### config.mk
export PLATFORM = sky130hd
export DESIGN_NAME = hlp_rsp_queue
export DESIGN_NICKNAME = d
export VERILOG_FILES = /design/src/rtl/hash_table_linear_probe_assert.svh /design/src/rtl/hlp_pkg.sv /design/src/rtl/hlp_rsp_queue.sv
export SDC_FILE = /design/constraint.sdc
export NUM_CORES = 1
export LEC_CHECK = 0
export BUFFER_PORTS_ARGS = -buffer_cell sky130_fd_sc_hd__buf_2
export CAP_MARGIN = 20
export CORE_ASPECT_RATIO = 0.5
export CORE_MARGIN = 3
export CORE_UTILIZATION = 50
export CTS_CLUSTER_DIAMETER = 150
export DETAILED_ROUTE_END_ITERATION = 8
export PLACE_DENSITY = 0.82
export SKIP_CTS_REPAIR_TIMING = 1
export SLEW_MARGIN = 20
export SYNTH_ARGS = -nofsm -noshare
export SYNTH_HDL_FRONTEND = slang
export SYNTH_SLANG_ARGS = --single-unit
### constraint.sdc
create_clock -name clock -period 1.8 [get_ports clock]
set_input_delay 0.18 -clock clock [delete_from_list [all_inputs] [get_ports clock]]
set_output_delay 0.18 -clock clock [all_outputs]
set_load 0.005 [all_outputs]
### src/rtl/hash_table_linear_probe_assert.svh
// Assertion macros for the hash table RTL; included by hlp_engine.
// Expects a signal named clock and a synchronous reset named reset in scope.
`ifndef HASH_TABLE_LINEAR_PROBE_ASSERT_SVH
`define HASH_TABLE_LINEAR_PROBE_ASSERT_SVH

// Checked only outside reset.
`define HLP_ASSERT(label, prop, msg) \
   label: assert property (@(posedge clock) disable iff (reset) prop) else $error(msg);

// Checked on every edge, reset included.
`define HLP_ASSERT_ALWAYS(label, prop, msg) \
   label: assert property (@(posedge clock) prop) else $error(msg);

`endif

### src/rtl/hlp_pkg.sv
// Package for the linear probing hash table: sizes, codes and item types.
// No dependencies.
`default_nettype none

package hlp_pkg;

   // Table size; must be a power of two so the hash and probe wrap are bit masks.
   localparam int TABLE_SLOTS = 1024;
   localparam int SLOT_W      = $clog2(TABLE_SLOTS);
   localparam int ENTRY_W     = $clog2(TABLE_SLOTS + 1);

   localparam int KEY_W       = 24;
   localparam int VERTEX_W    = 16;
   localparam int VERTEX_OUT_W = VERTEX_W + 1;
   localparam int CHAR_W      = 8;
   localparam int KEY_CHARS   = KEY_W / CHAR_W;

   localparam int FOLD_FACTOR = 128;
   localparam int FOLD_SHIFT  = $clog2(FOLD_FACTOR);

   // Small queues; depth a power of two so pointers wrap naturally.
   localparam int QUEUE_DEPTH = 2;
   localparam int QUEUE_AW    = $clog2(QUEUE_DEPTH);
   localparam int QUEUE_CW    = $clog2(QUEUE_DEPTH + 1);

   localparam logic signed [VERTEX_OUT_W-1:0] VERTEX_NONE = '1;

   typedef enum logic {
      OP_INSERT = 1'b0,
      OP_LOOKUP = 1'b1
   } op_type;

   typedef enum logic [2:0] {
      ST_INSERTED  = 3'd0,
      ST_DUPLICATE = 3'd1,
      ST_FULL      = 3'd2,
      ST_FOUND     = 3'd3,
      ST_NOT_FOUND = 3'd4
   } status_type;

   typedef enum logic [1:0] {
      S_CLEAR,
      S_IDLE,
      S_PROBE,
      S_CHECK
   } eng_state_type;

   typedef struct packed {
      op_type              op;
      logic [KEY_W-1:0]    key;
      logic [VERTEX_W-1:0] vertex;
      logic [SLOT_W-1:0]   hash;
   } cmd_type;

   typedef struct packed {
      status_type                       status;
      logic signed [VERTEX_OUT_W-1:0]   vertex_out;
   } rsp_type;

   typedef struct packed {
      logic clearing;
   } eng_status_type;

endpackage

`default_nettype wire

### src/rtl/hlp_rsp_queue.sv
// Result queue between the probe engine and the rsp_ channel.
// Depends on hlp_pkg.
`default_nettype none

module hlp_rsp_queue
   import hlp_pkg::*;
(
   input  wire logic                       clock,
   input  wire logic                       reset,
   input  wire logic                       rsp_push,
   input  wire rsp_type                    rsp,
   output logic                            rsp_full,
   output logic                            rsp_empty,
   input  wire logic                       rsp_pop,
   output logic [2:0]                      rsp_status,
   output logic signed [VERTEX_OUT_W-1:0]  rsp_vertex_out
);

   rsp_type               queue_ff [QUEUE_DEPTH];
   logic [QUEUE_AW-1:0]   wr_ptr_ff, wr_ptr_in;
   logic [QUEUE_AW-1:0]   rd_ptr_ff, rd_ptr_in;
   logic [QUEUE_CW-1:0]   count_ff, count_in;
   logic                  push_ok;
   logic                  pop_ok;
   rsp_type               head;

   assign rsp_full       = (count_ff == QUEUE_CW'(QUEUE_DEPTH));
   assign rsp_empty      = (count_ff == '0);
   assign push_ok        = rsp_push && !rsp_full;
   assign pop_ok         = rsp_pop && !rsp_empty;
   assign head           = queue_ff[rd_ptr_ff];
   assign rsp_status     = head.status;
   assign rsp_vertex_out = head.vertex_out;

   always_comb begin
      wr_ptr_in = push_ok ? wr_ptr_ff + 1'b1 : wr_ptr_ff;
      rd_ptr_in = pop_ok  ? rd_ptr_ff + 1'b1 : rd_ptr_ff;
      count_in  = count_ff;
      if (push_ok && !pop_ok) begin
         count_in = count_ff + 1'b1;
      end else if (pop_ok && !push_ok) begin
         count_in = count_ff - 1'b1;
      end
   end

   always_ff @(posedge clock) begin
      if (reset) begin
         wr_ptr_ff <= '0;
         rd_ptr_ff <= '0;
         count_ff  <= '0;
      end else begin
         wr_ptr_ff <= wr_ptr_in;
         rd_ptr_ff <= rd_ptr_in;
         count_ff  <= count_in;
      end
   end

   always_ff @(posedge clock) begin
      if (push_ok) begin
         queue_ff[wr_ptr_ff] <= rsp;
      end
   end

endmodule

`default_nettype wire

==> out/metrics.yaml <==
outcome:
  status: "completed"
yosys:
  yosys.area_share.xor_xnor_pct: 1.59
  synth_adder_area_share_pct: 0.756
  async_reset_ff_share_pct: 0
  ys_top_cells_by_count: "edfxtp_1 (40), mux2_2 (20), dfxtp_1 (5), nor2_1 (5)"
  synth_top_family_by_area: "multiplexers"
  yosys.area.top_type: "edfxtp_1"
  ys_seq_elements: 45
  synth_compound_area_share_pct: 1.51
  muxShareOfSynthArea_pct: 13.6
  yosys_warnings: 0
  yosys-top-cells-area: "edfxtp_1 (73%), mux2_2 (14%), dfxtp_1 (6.1%), xor2_1 (1.6%), nor2_1 (1.1%)"
  synthFlopType: "edfxtp_1"
  synth_fp_nets: 112
  synth_cell_types: 13
  synth-edff-count: 40
  synth_seq_area_share_pct: 78.7
  post-synth-top-count-cell: "edfxtp_1"
  synth-simple-area-share_pct: 2.80
  netlist_area_sq_um: 1650
  syn_area_per_cell_sq_um: 19.0
  yosysTopAreaCellShare_pct: 72.6
  syn_inst: 87
power_and_ir_drop:
  p_total_uw: 2660
  ir_worst_vdd_mv: 0.811
  leakage_uw: 0.000787
  power_density_nw_per_um2: 1310
timing:
  fmaxAchievable_ghz: 0.634
  rsz0062_at_grt: "false"
  max_slew_margin_pct: 80.0
  report.final.slew_viol_count: 0
  finClkSkew_ns: 0.00718
  setup_viol: 0
  worst_pin_slew_ns: 0.297
  fin_setup_tns_ns: 0
  final_hold_viol_count: 0
  post-route-period-util_pct: 87.6
  finalCriticalPeriod_ns: 1.58
clock_tree:
  clock-sinks: 45
  cts_buffer_depth: 2
  htree_levels: 2
  cts_buffers: 5
  clk_pin_slew_worst_paths_ns: 0.08
  cts_tree: "built"
  clk_latency_ns: 0.28
  root_buffer: "clkbuf_8"
route:
  drt_first_pass_iters: 4
  routed_wl_microns: 2810
  via_per_inst: 4.98
  drc: 0
  vias: 902
  drtIter0Drc: 44
  final_antenna_net_count: 0
  routedWlPerCell_microns: 15.5
floorplanning:
  initial_utilization_pct: 53.7
  fp.dieW_microns: 87.3
  fp-row-count: 14
  fp.dieH_microns: 46.7
  boundaryPins: 46
  die_area_sq_um: 4080
  core_sq_um: 3080
worst_setup_path:
  crit_required_ns: 2.01
  worstSetupPathType: "reg2reg"
  worstPathCellList: "nor2b_2 > nor2_1 > ha_1 > or3_1 > a21oi_1"
  arrival_ns: 1.79
  end_kind: "flip-flop"
  slowest_stage: "dfxtp_1"
  critPathLaunchType: "flip-flop"
  slowest_delay_ns: 0.38
  critPathMaxFanout: 5
cells_and_area:
  area_growth_pct: 23.1
  antenna_cells: 0
  drive_gt1_share_pct: 53.2
  final_nets: 165
placed_design:
  gp_congestion: 0.680
  portBuffers: 45
  dpl.hpwl_microns: 1860
global_routing:
  grt_antenna_before_repair: 0
  grt_use_total_pct: 15.0
  grt_pass1_vias: 923
  grt_overflow: 0
  grt_first_pass_wirelength_microns: 4330
  grt_max_degree: 21
min_path:
  holdCritPathClass: "in2reg"
job:
  drv_cap: 0
-- through the flow --
step                      worst slack, ns  instance area, sq um  utilization [%]  std cells  hold WS (ns)
after CTS                           0.211                  2040             66.0        181        0.0727
after global placement              0.344                  1950             63.4        173         0.369
after detailed placement            0.232                  1950             63.4        173         0.372
after floorplan                     0.207                  1650                -         87         0.249
final                               0.223                  2040             66.0        181        0.0801
after global routing               0.0839                  2040             66.0        181        0.0649
-- path summary, 6_finish.rpt --
check	startpoint	to	slack (ns)	cells after the start
worst max-delay path	count_ff[1]	count_ff[1]	0.22	5
worst min-delay path	rsp[11]	queue_ff[0][11]	0.08	1
worst max register to register	count_ff[1]	count_ff[1]	0.22	5
worst min register to register	wr_ptr_ff	wr_ptr_ff	0.49	2
-- power by group --
part,internal (uW),switching (uW)
Combinational,380,347
Sequential,1320,59.2
Clock,261,298
-- registers in the layout, summed over array words and instances (netlist names), named ones only --
register / count
queue_ff: 40
count_ff: 2
rd_ptr_ff: 1
wr_ptr_ff: 1
-- layout make-up --
type | count | area, sq um
Tap cell | 40 | 50.0
Sequential cell | 45 | 1300
Clock inverter | 3 | 12.5
Multi-Input combinational cell | 38 | 335
Timing Repair Buffer | 48 | 260
Inverter | 2 | 7.51
Fill cell | 226 | 1050
Clock buffer | 5 | 68.8
-- worst max-delay path, delay by kind of cell, from the launching register on --
family | cells | cell delay (ns)
and+or+nand+nor | 3 | 0.65
DFF | 1 | 0.38
adders and majority gates | 1 | 0.33
AOI/OAI and AO/OA | 1 | 0.15
-- kinds of logic (layout without fill, tap and decap cells) --
family	Yosys count	in the layout
AOI/OAI and AO/OA	5	5
xor gates and xnor gates	3	3
adders and majority gates	1	1
buffers and inverters	4	58
DFF	45	45
muxes	20	20
and+or+nand+nor	9	9
-- layer usage --
metal  part of all wire (%)  GRT usage, %  routed length (microns)
met5                      0             0                        0
met2                     56          29.3                     1570
met3                    4.3          4.64                      121
met4                    2.1          7.95                       58
met1                     38          14.7                     1060
-- cells in the final DEF, fill, tap and decap left out --
master and n:
buf_2 45, edfxtp_1 40, mux2_2 20, nor2_1 5, dfxtp_1 5, clkbuf_8 5, o21ai_0 3, xor2_1 3
inv_1 2, or3_1 2, a21oi_1 2, clkinv_1 2, buf_4 2, nor2b_2 1, and2_1 1, ha_1 1
clkinv_2 1, buf_12 1
Note: power is estimated with default switching activity, not from simulation.
