## config.mk

```make
export PLATFORM = sky130hd
export DESIGN_NAME = hlp_front
export DESIGN_NICKNAME = d
export VERILOG_FILES = /design/src/rtl/hash_table_linear_probe_assert.svh /design/src/rtl/hlp_pkg.sv /design/src/rtl/hlp_front.sv
export SDC_FILE = /design/constraint.sdc
export NUM_CORES = 1
export LEC_CHECK = 0
export ABC_CLOCK_PERIOD_IN_PS = 5300
export BUFFER_PORTS_ARGS = -buffer_cell sky130_fd_sc_hd__buf_2
export CORE_ASPECT_RATIO = 0.6
export CORE_UTILIZATION = 55
export DETAILED_ROUTE_END_ITERATION = 12
export GPL_ROUTABILITY_DRIVEN = 0
export PLACE_DENSITY = 0.84
export SETUP_SLACK_MARGIN = 0.02
export SLEW_MARGIN = 20
export SYNTH_ARGS = -nofsm -noshare
export SYNTH_HDL_FRONTEND = slang
export SYNTH_SLANG_ARGS = --single-unit
```

## constraint.sdc

```tcl
create_clock -name clock -period 5.3 [get_ports clock]
set_clock_uncertainty 0.1 [all_clocks]
set_input_delay 0.795 -clock clock [delete_from_list [all_inputs] [get_ports clock]]
set_output_delay 0.795 -clock clock [all_outputs]
set_load 0.05 [all_outputs]
```

## src/rtl/hash_table_linear_probe_assert.svh

```systemverilog
// Assertion macros for the hash table RTL; included by hlp_engine.
// Expects a signal named clock and a synchronous reset named reset in scope.
`ifndef HASH_TABLE_LINEAR_PROBE_ASSERT_SVH
`define HASH_TABLE_LINEAR_PROBE_ASSERT_SVH

// Checked only outside reset.
`define HLP_ASSERT(label, prop, msg) \
   label: assert property (@(posedge clock) disable iff (reset) prop) else $error(msg);

// Checked on every edge, reset included.
`define HLP_ASSERT_ALWAYS(label, prop, msg) \
   label: assert property (@(posedge clock) prop) else $error(msg);

`endif

```

## src/rtl/hlp_pkg.sv

```systemverilog
// Package for the linear probing hash table: sizes, codes and item types.
// No dependencies.
`default_nettype none

package hlp_pkg;

   // Table size; must be a power of two so the hash and probe wrap are bit masks.
   localparam int TABLE_SLOTS = 1024;
   localparam int SLOT_W      = $clog2(TABLE_SLOTS);
   localparam int ENTRY_W     = $clog2(TABLE_SLOTS + 1);

   localparam int KEY_W       = 24;
   localparam int VERTEX_W    = 16;
   localparam int VERTEX_OUT_W = VERTEX_W + 1;
   localparam int CHAR_W      = 8;
   localparam int KEY_CHARS   = KEY_W / CHAR_W;

   localparam int FOLD_FACTOR = 128;
   localparam int FOLD_SHIFT  = $clog2(FOLD_FACTOR);

   // Small queues; depth a power of two so pointers wrap naturally.
   localparam int QUEUE_DEPTH = 2;
   localparam int QUEUE_AW    = $clog2(QUEUE_DEPTH);
   localparam int QUEUE_CW    = $clog2(QUEUE_DEPTH + 1);

   localparam logic signed [VERTEX_OUT_W-1:0] VERTEX_NONE = '1;

   typedef enum logic {
      OP_INSERT = 1'b0,
      OP_LOOKUP = 1'b1
   } op_type;

   typedef enum logic [2:0] {
      ST_INSERTED  = 3'd0,
      ST_DUPLICATE = 3'd1,
      ST_FULL      = 3'd2,
      ST_FOUND     = 3'd3,
      ST_NOT_FOUND = 3'd4
   } status_type;

   typedef enum logic [1:0] {
      S_CLEAR,
      S_IDLE,
      S_PROBE,
      S_CHECK
   } eng_state_type;

   typedef struct packed {
      op_type              op;
      logic [KEY_W-1:0]    key;
      logic [VERTEX_W-1:0] vertex;
      logic [SLOT_W-1:0]   hash;
   } cmd_type;

   typedef struct packed {
      status_type                       status;
      logic signed [VERTEX_OUT_W-1:0]   vertex_out;
   } rsp_type;

   typedef struct packed {
      logic clearing;
   } eng_status_type;

endpackage

`default_nettype wire

```

## src/rtl/hlp_front.sv

```systemverilog
// Front end: accepts request items, hashes the key and queues commands.
// Depends on hlp_pkg.
`default_nettype none

module hlp_front
   import hlp_pkg::*;
(
   input  wire logic                clock,
   input  wire logic                reset,
   input  wire logic                req_push,
   output logic                     req_full,
   input  wire logic                req_operation,
   input  wire logic [KEY_W-1:0]    req_key_code,
   input  wire logic [VERTEX_W-1:0] req_vertex_in,
   input  wire eng_status_type      eng_status,
   output logic                     cmd_valid,
   output cmd_type                  cmd,
   input  wire logic                cmd_pop
);

   // h = (ch + 128*h) mod TABLE_SLOTS, last character first
   function automatic logic [SLOT_W-1:0] fold_key(input logic [KEY_W-1:0] key);
      logic [SLOT_W-1:0]        h;
      logic [SLOT_W+CHAR_W-1:0] acc;
      logic [CHAR_W-1:0]        ch;
      h = '0;
      for (int pos = 0; pos < KEY_CHARS; pos++) begin
         ch  = key[pos*CHAR_W +: CHAR_W];
         acc = ({{CHAR_W{1'b0}}, h} << FOLD_SHIFT) + {{SLOT_W{1'b0}}, ch};
         h   = acc[SLOT_W-1:0];
      end
      return h;
   endfunction

   cmd_type               queue_ff [QUEUE_DEPTH];
   logic [QUEUE_AW-1:0]   wr_ptr_ff, wr_ptr_in;
   logic [QUEUE_AW-1:0]   rd_ptr_ff, rd_ptr_in;
   logic [QUEUE_CW-1:0]   count_ff, count_in;
   logic                  push_ok;
   logic                  pop_ok;
   cmd_type               new_cmd;

   assign req_full  = (count_ff == QUEUE_CW'(QUEUE_DEPTH)) || eng_status.clearing;
   assign push_ok   = req_push && !req_full;
   assign cmd_valid = (count_ff != '0);
   assign pop_ok    = cmd_pop && cmd_valid;
   assign cmd       = queue_ff[rd_ptr_ff];

   always_comb begin
      new_cmd.op     = op_type'(req_operation);
      new_cmd.key    = req_key_code;
      new_cmd.vertex = req_vertex_in;
      new_cmd.hash   = fold_key(req_key_code);
   end

   always_comb begin
      wr_ptr_in = push_ok ? wr_ptr_ff + 1'b1 : wr_ptr_ff;
      rd_ptr_in = pop_ok  ? rd_ptr_ff + 1'b1 : rd_ptr_ff;
      count_in  = count_ff;
      if (push_ok && !pop_ok) begin
         count_in = count_ff + 1'b1;
      end else if (pop_ok && !push_ok) begin
         count_in = count_ff - 1'b1;
      end
   end

   always_ff @(posedge clock) begin
      if (reset) begin
         wr_ptr_ff <= '0;
         rd_ptr_ff <= '0;
         count_ff  <= '0;
      end else begin
         wr_ptr_ff <= wr_ptr_in;
         rd_ptr_ff <= rd_ptr_in;
         count_ff  <= count_in;
      end
   end

   always_ff @(posedge clock) begin
      if (push_ok) begin
         queue_ff[wr_ptr_ff] <= new_cmd;
      end
   end

endmodule

`default_nettype wire

```

==> reports/results.txt <==
Top-area cell type share of the netlist area = 0.7562
Worst Setup Start Kind = flip-flop
Crit path arrival time = 2050 ps
Synth Cell Area = 0.003495 mm^2
Slew Limit Fails = 0
Drt via density = 5.014
R2r startpoint = count_ff[0]
Final Hold Viols = 0
Final Cycle Share = 0.5547
Cell with the most instances after synthesis = edfxtp_1
Yosys warning count = 0
#FFs+latches synth = 93
P_leak = 1.577 nW
Setup Fix Bufs, Post-CTS = 0
Clock Latency Late Sink = 350 ps
Hold EP = count_ff[1]
Final Worst Setup Slack = 2360 ps
CTS Buf Count = 9
CP Data Required Time = 4410 ps
Most frequent cells after synthesis = 88 x edfxtp_1, 44 x mux2_2, 11 x buf_4, 5 x dfxtp_1
Outcome = finished, final reports clean
Top post-synthesis cells by area = edfxtp_1 76%, mux2_2 14%, dfxtp_1 2.9%, buf_4 2.4%, ha_1 1.1%
Peak supply drop = 288.2 uV
Post-synth cell types = 17
Post-layout util = 0.6890
Asr flop ratio synth = 0
Area grow syn2layout = 20.48%
Total GRT Usage = 0.1755
RSZ-0062 raised after global routing = false
Syn nets = 223
Finished Layout Cells = 361
# IOs = 99
Initial core utilization = 0.5719
Fin crit period = 2940 ps
CTS Buffer Depth = 2
First-pass GRT wire length = 8.355 mm
CP max FO = 44
Mapped Cells = 174
Routed wire length = 5.403 mm
Fmax = 0.3401 GHz
Core Footprint = 0.006111 mm^2
CP endpoint kind = output pin
Fillcell total = 428
Hold path depth = 2
Placement Setup Slack = 2735 ps
Die Wd = 104.9 um
Most used DFF post-synth = edfxtp_1
Least-Margin Pin Slew = 1043 ps
Placed Instances = 345
Hold Path Origin = count_ff[1]
Setup CP Type = reg2out
Root buffer cell = clkbuf_8
Htree depth = 3
Die area = 0.006687 mm^2
Reg clk slew, reported paths = 80 ps
Clk sink count = 93
Synth area leader = edfxtp_1
Hold crit path type = reg2reg
Hold Buf Count CTS = 0
Post-synth EDFFs = 88
# port buffers = 98
Final ANT Viol Nets = 0
Post-cts repair resize count = 0
Vias in the first global route = 1785
Share of cells above drive strength 1 = 0.5776
R2r endpoint = queue_ff[1][7]
Post-DP HPWL = 3.566 mm
Via count = 1810
Initial antenna violation count = 0
Slew HR = 0.3048
FF-to-FF path depth = 2
Post-synthesis sequential area ratio = 0.7848
Pwr dens = 512.6 mW/mm^2
Largest net degree at the start of global routing = 45
Layout Nets = 321
# rows = 22
Max Cap Viol = 0
R2r setup slk = 3330 ps
DR DRC count = 0
Total grt overflow = 0
Drt wl/cell = 14.97 um
Die height = 63.75 um
TNS Setup = 0 ps
Synth Area per Inst = 20.08 um^2
Starting DRT DRC Count = 110
First-pass detailed-route iteration total = 4
Ant diodes = 0
CTS tree = done
Setup violations, final = 0
registers in the layout, summed over array words and instances (netlist names), named ones only:
name	flops
count_ff	2
queue_ff	88
rd_ptr_ff	1
wr_ptr_ff	1
logic make-up after synthesis:
family / synth area share
xor gates and xnor gates: 0.01002
adders and majority gates: 0.01074
DFF: 0.7848
AOI/OAI and AO/OA: 0.005726
muxes: 0.1418
buffers and inverters: 0.02506
and+or+nand+nor: 0.02184
worst max-delay path by stage:
stage,start,endpoint,slack (ps),depth (start not counted)
2_1_floorplan,req_push,queue_ff[0][10],1640,3
3_3_place_gp,flip-flop,cmd[26],2730,2
3_5_place_dp,flip-flop,cmd[30],2730,2
4_1_cts,flip-flop,cmd[30],2330,2
5_1_grt,flip-flop,cmd[2],2250,2
6_report,flip-flop,cmd[2],2360,2
layout by cell type, fill, tap and decap left out:
| cell type | instances |
|---|---|
| a21oi_1 | 1 |
| and2_1 | 1 |
| and3_2 | 1 |
| buf_2 | 98 |
| buf_4 | 1 |
| bufinv_16 | 1 |
| clkbuf_8 | 9 |
| clkinv_1 | 3 |
| clkinv_4 | 2 |
| clkinvlp_4 | 1 |
| dfxtp_1 | 4 |
| dfxtp_2 | 1 |
| edfxtp_1 | 88 |
| ha_1 | 3 |
| mux2_2 | 44 |
| nand2b_1 | 3 |
| nand3_1 | 1 |
| nor2_1 | 4 |
| nor2b_1 | 1 |
| nor2b_4 | 1 |
| o21ai_0 | 3 |
| or2_2 | 1 |
| or3_1 | 1 |
| xor2_1 | 4 |
area by class of cell:
class	instances	area, um^2	area share
Sequential cell	93	2744	0.6517
Multi-Input combinational cell	69	673.1	0.1599
Timing Repair Buffer	99	498.0	0.1183
Clock buffer	9	123.9	0.02942
Tap cell	84	105.1	0.02496
Clock inverter	7	66.31	0.01575
worst max-delay path: stages, from the launching register on:
cell and delay [ps]:
dfxtp_2 1030, mux2_2 440, buf_2 220
report_power, final:
| part | total [mW] | internal [mW] | switching [mW] |
|---|---|---|---|
| registers | 0.946 | 0.878 | 0.0677 |
| clock network | 0.438 | 0.214 | 0.224 |
| logic | 0.774 | 0.223 | 0.551 |
| total | 2.16 | 1.32 | 0.843 |
stage by stage:
step | power (mW) | hold WS (ps) | instance area [um^2]
after floorplan | 1.605 | 370.5 | 3495
after global placement | 1.730 | 385.9 | 4020
after detailed placement | 1.739 | 402.1 | 4020
after CTS | 2.177 | 414.6 | 4210
after global routing | 2.244 | 455.2 | 4210
final | 2.158 | 409.4 | 4210
layer usage:
layer	up-vias	global-route usage	share of wire
li1	856	-	-
met1	862	0.2182	0.44
met2	82	0.2798	0.46
met3	10	0.07041	0.080
met4	0	0.06866	0.015
met5	-	0	0
Power figures use the tool's default switching activity.
